### config.mk
export PLATFORM = sky130hd
export DESIGN_NAME = utf8_stream_decoder_top
export DESIGN_NICKNAME = d
export VERILOG_FILES = /design/src/design/usd_pkg.sv /design/src/design/usd_decode.sv /design/src/design/usd_emit.sv /design/src/design/utf8_stream_decoder_top.sv
export SDC_FILE = /design/constraint.sdc
export NUM_CORES = 1
export LEC_CHECK = 0
export ABC_CLOCK_PERIOD_IN_PS = 1900
export BUFFER_PORTS_ARGS = -buffer_cell sky130_fd_sc_hd__buf_2
export CAP_MARGIN = 20
export CORE_MARGIN = 2
export CORE_UTILIZATION = 50
export CTS_BUF_LIST = sky130_fd_sc_hd__clkbuf_16
export CTS_CLUSTER_DIAMETER = 200
export DETAILED_ROUTE_END_ITERATION = 6
export GPL_TIMING_DRIVEN = 0
export PLACE_DENSITY = 0.84
export SLEW_MARGIN = 10
export SYNTH_ARGS = -nofsm -noshare
export SYNTH_HDL_FRONTEND = slang
export SYNTH_SLANG_ARGS = --single-unit
### constraint.sdc
create_clock -name clock -period 1.9 [get_ports clock]
set_input_delay 0.57 -clock clock [delete_from_list [all_inputs] [get_ports clock]]
set_output_delay 0.57 -clock clock [all_outputs]
set_load 0.05 [all_outputs]
### src/design/usd_pkg.sv
// Shared types and byte-class constants for the UTF-8 stream decoder.
// No dependencies.
package usd_pkg;

   localparam int CP_WIDTH = 21;
   localparam int COUNT_WIDTH = 3;

   localparam logic [7:0] CONT_MASK  = 8'hC0;
   localparam logic [7:0] CONT_CODE  = 8'h80;
   localparam logic [7:0] LEAD2_MASK = 8'hE0;
   localparam logic [7:0] LEAD2_CODE = 8'hC0;
   localparam logic [7:0] LEAD3_MASK = 8'hF0;
   localparam logic [7:0] LEAD3_CODE = 8'hE0;
   localparam logic [7:0] LEAD4_MASK = 8'hF8;
   localparam logic [7:0] LEAD4_CODE = 8'hF0;
   localparam logic [7:0] VAL2_MASK  = 8'h1F;
   localparam logic [7:0] VAL3_MASK  = 8'h0F;
   localparam logic [7:0] VAL4_MASK  = 8'h07;
   localparam logic [7:0] VALC_MASK  = 8'h3F;

   typedef struct packed {
      logic [7:0] data_byte;
      logic       end_of_text;
   } req_payload_type;

   typedef struct packed {
      logic [CP_WIDTH-1:0] code_point;
      logic                bad_byte;
      logic                run_last;
   } rsp_payload_type;

   // All beats of a burst but the last are error marks.
   typedef struct packed {
      logic [COUNT_WIDTH-1:0] count;
      logic [CP_WIDTH-1:0]    last_cp;
      logic                   last_bad;
   } usd_burst_type;

endpackage

### src/design/usd_decode.sv
// Sequence state and per-byte decode into a burst descriptor.
// Depends on usd_pkg.
module usd_decode
   import usd_pkg::*;
(
   input  logic            clock,
   input  logic            reset,
   input  logic            take,
   input  req_payload_type req_payload,
   output usd_burst_type   burst,
   output logic            seq_open
);

   logic [2:0]          exp_len_ff, exp_len_in;
   logic [2:0]          collected_ff, collected_in;
   logic [CP_WIDTH-1:0] partial_ff, partial_in;

   logic [7:0]          b;
   logic                eot;
   logic                lead_count, lead_bad, lead_open;
   logic [CP_WIDTH-1:0] lead_cp, lead_val, cont_val;
   logic [2:0]          lead_len, next_collected;

   assign b = req_payload.data_byte;
   assign eot = req_payload.end_of_text;
   assign seq_open = (exp_len_ff != 3'd0);

   always_comb begin
      lead_count = 1'b0;
      lead_bad = 1'b0;
      lead_open = 1'b0;
      lead_cp = '0;
      lead_val = '0;
      lead_len = 3'd0;
      if (b[7] == 1'b0) begin
         lead_count = 1'b1;
         lead_cp = {{(CP_WIDTH-8){1'b0}}, b};
      end else if ((b & LEAD2_MASK) == LEAD2_CODE) begin
         lead_len = 3'd2;
         lead_val = {{(CP_WIDTH-8){1'b0}}, b & VAL2_MASK};
      end else if ((b & LEAD3_MASK) == LEAD3_CODE) begin
         lead_len = 3'd3;
         lead_val = {{(CP_WIDTH-8){1'b0}}, b & VAL3_MASK};
      end else if ((b & LEAD4_MASK) == LEAD4_CODE) begin
         lead_len = 3'd4;
         lead_val = {{(CP_WIDTH-8){1'b0}}, b & VAL4_MASK};
      end else begin
         lead_count = 1'b1;
         lead_bad = 1'b1;
      end
      if (lead_len != 3'd0) begin
         if (eot) begin
            lead_count = 1'b1;
            lead_bad = 1'b1;
         end else begin
            lead_open = 1'b1;
         end
      end
   end

   assign cont_val = {partial_ff[CP_WIDTH-7:0], b[5:0] & VALC_MASK[5:0]};
   assign next_collected = collected_ff + 3'd1;

   always_comb begin
      burst = '0;
      exp_len_in = exp_len_ff;
      collected_in = collected_ff;
      partial_in = partial_ff;
      if (exp_len_ff != 3'd0 && (b & CONT_MASK) == CONT_CODE) begin
         if (next_collected >= exp_len_ff) begin
            burst.count = 3'd1;
            burst.last_cp = cont_val;
            exp_len_in = 3'd0;
            collected_in = 3'd0;
            partial_in = '0;
         end else if (eot) begin
            burst.count = next_collected;
            burst.last_bad = 1'b1;
            exp_len_in = 3'd0;
            collected_in = 3'd0;
            partial_in = '0;
         end else begin
            collected_in = next_collected;
            partial_in = cont_val;
         end
      end else begin
         burst.count = collected_ff + {2'b00, lead_count};
         burst.last_bad = lead_count ? lead_bad : 1'b1;
         burst.last_cp = (lead_count && !lead_bad) ? lead_cp : '0;
         exp_len_in = lead_open ? lead_len : 3'd0;
         collected_in = lead_open ? 3'd1 : 3'd0;
         partial_in = lead_open ? lead_val : '0;
      end
   end

   always_ff @(posedge clock) begin
      if (reset) begin
         exp_len_ff <= 3'd0;
         collected_ff <= 3'd0;
         partial_ff <= '0;
      end else if (take) begin
         exp_len_ff <= exp_len_in;
         collected_ff <= collected_in;
         partial_ff <= partial_in;
      end
   end

endmodule

### src/design/usd_emit.sv
// Result register: holds one burst and plays it out one beat per cycle while rsp_ready is high.
// Depends on usd_pkg.
module usd_emit
   import usd_pkg::*;
(
   input  logic            clock,
   input  logic            reset,
   input  logic            load,
   input  usd_burst_type   burst,
   output logic            free,
   output logic            rsp_valid,
   input  logic            rsp_ready,
   output rsp_payload_type rsp_payload
);

   logic [COUNT_WIDTH-1:0] count_ff, count_in;
   logic [CP_WIDTH-1:0]    last_cp_ff;
   logic                   last_bad_ff;
   logic                   last_beat;

   assign last_beat = (count_ff == 3'd1);
   assign rsp_valid = (count_ff != 3'd0);
   assign free = !rsp_valid || (last_beat && rsp_ready);

   always_comb begin
      rsp_payload.code_point = last_beat ? last_cp_ff : '0;
      rsp_payload.bad_byte = last_beat ? last_bad_ff : 1'b1;
      rsp_payload.run_last = last_beat;
   end

   always_comb begin
      count_in = count_ff;
      if (load) begin
         count_in = burst.count;
      end else if (rsp_valid && rsp_ready) begin
         count_in = count_ff - 3'd1;
      end
   end

   always_ff @(posedge clock) begin
      if (reset) begin
         count_ff <= 3'd0;
      end else begin
         count_ff <= count_in;
      end
   end

   always_ff @(posedge clock) begin
      if (load) begin
         last_cp_ff <= burst.last_cp;
         last_bad_ff <= burst.last_bad;
      end
   end

endmodule

### src/design/utf8_stream_decoder_top.sv
// UTF-8 stream decoder top level: decode stage feeding the result register.
// Depends on usd_pkg, usd_decode and usd_emit.
// The first result beat of a byte is valid in the cycle after the byte is accepted.
// Throughput: one byte per cycle while each byte gives at most one beat and rsp_ready is high;
// a byte that gives n beats holds the input until its last beat is taken (free from the result register).
// Reset clears the open sequence and empties the result register.
module utf8_stream_decoder_top
   import usd_pkg::*;
(
   input  logic            clock,
   input  logic            reset,
   input  logic            req_valid,
   output logic            req_ready,
   input  req_payload_type req_payload,
   output logic            rsp_valid,
   input  logic            rsp_ready,
   output rsp_payload_type rsp_payload
);

   usd_burst_type burst;
   logic          take;
   logic          free;
   logic          seq_open;

   assign req_ready = free;
   assign take = req_valid && req_ready;

   usd_decode u_decode (
      .clock       (clock),
      .reset       (reset),
      .take        (take),
      .req_payload (req_payload),
      .burst       (burst),
      .seq_open    (seq_open)
   );

   usd_emit u_emit (
      .clock       (clock),
      .reset       (reset),
      .load        (take),
      .burst       (burst),
      .free        (free),
      .rsp_valid   (rsp_valid),
      .rsp_ready   (rsp_ready),
      .rsp_payload (rsp_payload)
   );

   a_ready_only_when_drained: assert property (@(posedge clock) disable iff (reset)
      req_ready |-> (!rsp_valid || (rsp_ready && rsp_payload.run_last)))
      else $error("input taken while burst still pending");

   a_burst_continues: assert property (@(posedge clock) disable iff (reset)
      (rsp_valid && rsp_ready && !rsp_payload.run_last) |=> rsp_valid)
      else $error("burst ended without a final beat");

   a_closed_after_end: assert property (@(posedge clock) disable iff (reset)
      (take && req_payload.end_of_text) |=> !seq_open)
      else $error("sequence left open after end of text");

   a_error_zero_cp: assert property (@(posedge clock) disable iff (reset)
      (rsp_valid && rsp_payload.bad_byte) |-> (rsp_payload.code_point == '0))
      else $error("error beat carries a code point");

endmodule

-- Yosys cells after proc, flatten, opt, wreduce, memory -nomap -nowiden
Index checks and enable logic that the tools add are counted.
- bits in registers: 46
- bits in latches: 0
- bits in writable memories: 0
- bits in read-only memories: 0
- output and inout port bits: 25
- memories: 0
- $add $sub $neg: 3
- multipliers: 0
- divide/modulo/power cells: 0
- magnitude comparators: 1
- equal/unequal tests: 6
- shift operators: 0
- mux-type cells: 44
- bitwise logic cells: 0
- reductions and logical operators: 13
- operator list (kind ; number):
    two-way mux 15 bit ; 6
    two-way mux 21 bit ; 3
    two-way mux 3 bit ; 16
    two-way mux 25 bit ; 1
    two-way mux 1 bit ; 16
    nonzero test 3 bit ; 3
    two-way mux 7 bit ; 1
    equality test 5 bit, second input constant ; 1
    logical AND 1 bit ; 5
    equality test 4 bit, second input constant ; 1
    two-way mux 4 bit ; 1
    adder 3 x 1 -> 3 bit ; 1
    adder 3 x 1 -> 3 bit, second input constant ; 1
    equality test 3 x 1 -> 1 bit, second input constant ; 1
    equality test 3 bit, second input constant ; 1
    greater-or-equal comparator 3 bit ; 1
    inequality test 3 bit, second input constant ; 1
    subtractor 3 x 1 -> 3 bit, second input constant ; 1
    equality test 2 bit, second input constant ; 1
    logical NOT 1 bit ; 2
    AND reduction 2 bit ; 1
    nonzero test 2 bit ; 1
    logical OR 1 bit ; 1

-- Logic depth before layout (Yosys ltp)
- word-level depth: 12
- depth in mapped cells: 8
- mapped depth without buffers: 8

-- By module
Synthesis repeated with hierarchy kept, for this count alone.
- cell total of the unflattened synthesis: 199
- area total of the unflattened synthesis: 2257.2 um^2
- modules (own cells, without submodules) (module ; times used ; cells each ; area an instance (um^2) ; sequential area each (um^2)):
    usd_decode ; 1 ; 126 ; 1204.9 ; 420.4
    usd_emit ; 1 ; 72 ; 1046.0 ; 720.7
    utf8_stream_decoder_top ; 1 ; 1 ; 6.3 ; 0.0

-- Worst setup path after synthesis
OpenSTA, ideal clock, no wires.
- kind: reg2reg
- start: reg u_decode.collected_ff[0]
- end: reg u_decode.collected_ff[2]
- arrival time: 1963 ps
- setup slack: -195 ps
- stages on the path, launching flop included: 9
- buffers on the path: 1
- clock period less this slack: 2095 ps
- path through: dfxtp_1 > ha_1 > xor2_1 > ha_1 > nand2_1 > o21a_1 > a31oi_2 > buf_2 > nor3_1
- longest elaborated chain between the ends: 4
- elaborated cells between the ends (all ways): 5
- classes of those cells: 1 x add/sub; 1 x order compare; 3 x mux
- RTL lines (element ; line ; RTL):
    from (decl) ; usd_decode.sv:15 ; logic [2:0] collected_ff, collected_in;
    from (signal assigned) ; usd_decode.sv:103 ; collected_ff <= collected_in;
    adder 3 x 1 -> 3 bit * ; usd_decode.sv:62 ; assign next_collected = collected_ff + 3'd1;
    greater-or-equal comparator 3 bit or two-way mux 3 bit (tied branches) ; usd_decode.sv:70, usd_decode.sv:76 ;
    two-way mux 3 bit * ; usd_decode.sv:70 ; if (next_collected >= exp_len_ff) begin
    two-way mux 3 bit * ; usd_decode.sv:69 ; if (exp_len_ff != 3'd0 && (b & CONT_MASK) == CONT_CODE) begin
Every way passes the cells marked *; elsewhere a longest branch is shown, timed or not.
A chain may end at the register's enable or synchronous reset.

-- Final worst setup path
- start: reg u_decode.collected_ff[1]
- end: reg u_decode.collected_ff[0]
- longest elaborated chain between the ends: 4
- RTL lines (element ; line):
    adder 3 x 1 -> 3 bit ; usd_decode.sv:62
    greater-or-equal comparator 3 bit ; usd_decode.sv:70
    two-way mux 3 bit ; usd_decode.sv:70
    two-way mux 3 bit ; usd_decode.sv:69
No other way between the ends.

==> out/metrics.sh <==
SYNTH_TOP_FAMILY_BY_AREA='simple AND/OR/NAND/NOR gates'
CP_CELL_SEQUENCE='ha_4 -> xor2_4 -> ha_4 -> a21oi_4 -> o21ai_4 -> or4_1 -> a311oi_1'
ROUTED_VIAS=2333
FINAL_NUMBER_OF_SETUP_VIOLATING_ENDPOINTS=67
NETS=307
WORST_HOLD_STARTPOINT='u_decode.exp_len_ff[1]$_SDFFE_PP0P_'
FINAL_ANTENNA_VIOLATING_NET_COUNT=0
GRT.TOTAL_USAGE_PCT=31.4
SLEW_HEADROOM_PCT=22.2
SYNTHADDERAREAFRAC_PCT=5.00
SYNTH_SIMPLE_GATE_AREA_SHARE_PCT=25.6
SYNTH_XOR_AREA_SHARE_PCT=1.56
SWITCHINGPOWER_W=0.00263
WORST_PATH_MOST_REPEATED_CELL='sky130_fd_sc_hd__ha_4'
FLOORPLAN.IO_PINS=38
MAXCAPVIOLATIONS=0
FP.DIEAREA_SQ_UM=5060
NETLIST_INSTANCES=215
SYNTH_ASYNC_SR_FLOP_SHARE_PCT=0
NUM_ROWS=24
CTS_HOLD_BUFFERS=0
P_PER_AREA_nW_PER_UM2=1640
POWER.LEAKAGE_nW=1.48
AREA_GROWTH_PCT=64.2
YS_SEQ_ELEMENTS=46
SYNTH_COMPOUND_AREA_SHARE_PCT=7.28
TIMING.CRITICAL_PATH.TO_TYPE='flip-flop'
FINAL_REPORT_HOLD_VIOLATION_COUNT=0
LEVEL_COUNT_OF_THE_CLOCK_H_TREE=2
SYNTH-EDFF-COUNT=22
INITIAL_UTILIZATION_PCT=51.7
CRITICAL_PATH.N_BUFFERS_INVERTERS=0
CLOCK_TREE_FROM_TRITONCTS='built'
TIMING.CRITICAL_PATH.MAX_DELAY_FAMILY='compound AO/OA/AOI/OAI gates'
SYNTHMOSTINSTANTIATEDCELL='sky130_fd_sc_hd__and2_1'
ANTENNA_FOUND_INITIAL=0
FF2FF_PATH_DEPTH=7
PWR-SHARE-CLK_PCT=14.9
SEQUENTIAL_FRACTION_OF_THE_SYNTHESIS_AREA_PCT=50.7
SYN-NUM-NETS=237
PIN_COUNT_OF_THE_BIGGEST_NET_ENTERING_GLOBAL_ROUTING=32
POST_DRT_WL_PER_CELL_UM=29.6
P_INT_W=0.00344
GRT_FIRST_PASS_WIRELENGTH_MM=11.9
POST_SYNTH_NUM_CELL_TYPES=43
WORSTMARGINPINSLEW_NS=1.17
SYNTHDOMINANTCELLAREASHARE_PCT=29.3
MIN_PATH_TYPE='flip-flop to flip-flop'
HOLD-PATH-ENDPOINT='u_decode.exp_len_ff[1]$_SDFFE_PP0P_'
SEQPWRFRAC_PCT=24.2
REG2REG_START='u_decode.collected_ff[1]$_SDFFE_PP0P_'
PLACE_CONGESTION=0.831
CTS_SINKS=46
RUN_STATUS='finished, violations left'
NETLIST_TOP_CELLS_COUNT='sky130_fd_sc_hd__and2_1, sky130_fd_sc_hd__dfxtp_1, sky130_fd_sc_hd__edfxtp_1, sky130_fd_sc_hd__and3_1'
REQUIRED_NS=2.05
POST-ROUTE-MIN-PERIOD_NS=2.32
SYNTHESIS.YOSYS.WARNINGS=0
PORT-BUFFER-COUNT=36
WORST_EP_ARRIVAL_TIME_NS=2.47
CP_SLOWEST_CELL='sky130_fd_sc_hd__or4_1'
SHARE_COMB_OF_TOTAL_POWER_PCT=60.9
MAX_CLOCK_FREQ_MHz=431
WORST_R2R_ENDPOINT='u_decode.collected_ff[0]$_SDFFE_PP0P_'
GRT_OVERFLOW=0
PRECTSSETUPSLACK_NS=-0.369
FIRST_GLOBAL_VIAS=2116
FINAL.SETUP_SKEW_NS=0.0111
REMAINING_DRC_ERRORS=0
MIN_PERIOD_OVER_PERIOD_PCT=122
CLOCK_TREE.BUFFER_DEPTH=2
HPWLAFTERDP_MM=3.51
SYNTH.MUX.AREA_FRACTION_PCT=6.28
SWITCHING_SHARE_PCT=43.3
CRITICAL_PATH.MAX_STAGE_DELAY_NS=0.45
GRT_SETUP_UNREPAIRED='yes'
POST_SYNTH_INSTANCE_AREA_SQ_UM=2250
INSTANCES_NO_FILL=338
REG2REG_SLACK_NS=-0.42
YOSYSTOPAREACELL='sky130_fd_sc_hd__edfxtp_1'
FIRST_PASS_ITERS=6
DIE_W_UM=71.1
DRT-TOTAL-WL_MM=10.0
FIN_WS_NS=-0.420
SYNTH_AREA_PER_INST_SQ_UM=10.5
FP.DIEH_UM=71.1
FINAL_DESIGN_AREA_NO_FILL_SQ_UM=3700
HOLD_DEPTH=2
CRITPATHLAUNCHTYPE='flip-flop'
DRT-VIAS-PER-INSTANCE=6.90
CLOCK_SLEW_AT_THE_REGISTER_CLOCK_PINS_OF_THE_WORST_SETUP_AND_HOLD_PATHS_NS=0.06
CRIT_FANOUT=4
DRT_FIRST_ITER_VIOLATIONS=433
COREAREA_SQ_UM=4350
DETAILED_PLACE.AREA_SQ_UM=2570
INSERTION_DELAY_NS=0.30
WORST-SETUP-PATH-TYPE='flip-flop to flip-flop'
NUMBER_OF_BUFFERS_CREATED_BY_CTS=5
FAILING_CHECKS='setup timing'
POST_SYNTH_MAIN_AREA_CONTRIBUTORS='sky130_fd_sc_hd__edfxtp_1, sky130_fd_sc_hd__dfxtp_1, sky130_fd_sc_hd__and2_1'
FINALMAXSLEWVIOLATIONS=0
DIODES=0
POWER.IR.VDD_WORST_mV=1.16
DPL.CELL_COUNT=303
POST_ROUTE_CELLS_DRIVE_ABOVE_1_SHARE_PCT=57.3
LAYOUT.FILLER_CELLS=169
CTSROOTBUFFERMASTER='sky130_fd_sc_hd__clkbuf_16'
COMMONEST_REGISTER_CELL_AFTER_SYNTHESIS='sky130_fd_sc_hd__dfxtp_1'
[power by group through the flow]
stage	logic, W	clock network [W]	registers, W
2_1_floorplan	0.00154	0	0.00137
3_3_place_gp	0.00187	0	0.00140
3_5_place_dp	0.00192	0	0.00141
4_1_cts	0.00286	0.000850	0.00141
5_1_grt	0.00377	0.000947	0.00147
6_report	0.00370	0.000904	0.00147
[worst min-delay path: stages (launching register included)]
cell	delay [ns]
sky130_fd_sc_hd__dfxtp_1	0.34
sky130_fd_sc_hd__nand2b_1	0.08
sky130_fd_sc_hd__mux2i_1	0.06
[registers in the layout (all words and copies together), names as in the netlist]
name                   flops
u_decode.exp_len_ff        3
u_emit.last_bad_ff         1
u_decode.collected_ff      3
u_emit.last_cp_ff         21
u_decode.partial_ff       15
u_emit.count_ff            3
[kinds of logic (layout without fill, tap and decap cells)]
| family | Yosys count | in the layout |
|---|---|---|
| flip-flops | 46 | 46 |
| buffers and inverters | 20 | 91 |
| adder cells (fa/ha/maj) | 9 | 9 |
| XOR/XNOR | 4 | 4 |
| AO/OA/AOI/OAI | 22 | 22 |
| multiplexers | 14 | 14 |
| AND/OR/NAND/NOR | 100 | 100 |
[area by class of cell]
type | count | area [sq um] | area share, %
Clock buffer | 5 | 125 | 3.38
Sequential cell | 46 | 1150 | 31.2
Tap cell | 52 | 65.1 | 1.76
Inverter | 8 | 32.5 | 0.880
Buffer | 11 | 110 | 2.98
Timing Repair Buffer | 64 | 728 | 19.7
Multi-Input combinational cell | 149 | 1470 | 39.7
Clock inverter | 3 | 17.5 | 0.474
[what timing repair did]
item / in CTS / in global routing
endpoints found under the setup margin: 87 / 93
resized for setup: 133 / 66
buffers inserted: 10 / 15
cloned: 3 / 0
pin swaps: 10 / 43
[how the worst max path moves through the flow]
stage | cells past startpoint | endpoint | slack, ns | from
final | 7 | u_decode.collected_ff[0]$_SDFFE_PP0P_ | -0.42 | u_decode.collected_ff[1]$_SDFFE_PP0P_
after global routing | 7 | u_decode.collected_ff[0]$_SDFFE_PP0P_ | -0.49 | u_decode.collected_ff[1]$_SDFFE_PP0P_
after CTS | 7 | u_decode.collected_ff[0]$_SDFFE_PP0P_ | -0.20 | u_decode.collected_ff[0]$_SDFFE_PP0P_
after detailed placement | 6 | rsp_payload[14] | -0.37 | u_emit.count_ff[1]$_SDFFE_PP0P_
after global placement | 6 | rsp_payload[20] | -0.30 | u_emit.count_ff[1]$_SDFFE_PP0P_
after floorplan | 7 | u_decode.collected_ff[0]$_SDFFE_PP0P_ | -0.05 | u_decode.collected_ff[0]$_SDFFE_PP0P_
[through the flow]
step	power (W)	setup TNS (ns)	hold slack (ns)	util, %
finish	0.00607	-11.83	0.527	84.9
detailed placement	0.00333	-17.97	0.491	59.1
global route	0.00619	-12.93	0.552	84.9
global placement	0.00327	-13.51	0.476	59.1
CTS	0.00512	-9.91	0.506	75.3
floorplan	0.00291	-0.0468	0.460	-
[routing by layer]
layer | part of all wire (%) | global-route usage, %
met5 | 0 | 0
met4 | 6.7 | 13.8
met3 | 11 | 5.84
met2 | 47 | 53.3
met1 | 36 | 39.0
[cells in the final DEF (no fill, tap or decap), drive strengths merged, types with 3 or more instances in the layout]
| cell type | count |
|---|---|
| nor3 | 14 |
| edfxtp | 22 |
| a221oi | 3 |
| nor4 | 3 |
| or4 | 3 |
| a21oi | 5 |
| mux2i | 13 |
| xor2 | 3 |
| clkbuf | 9 |
| and2 | 27 |
| nand2b | 6 |
| ha | 9 |
| nand2 | 12 |
| nor2 | 8 |
| inv | 9 |
| nand3 | 3 |
| buf | 71 |
| a31oi | 3 |
| and3 | 14 |
| nor2b | 3 |
| dfxtp | 24 |
Power figures use the tool's default switching activity.
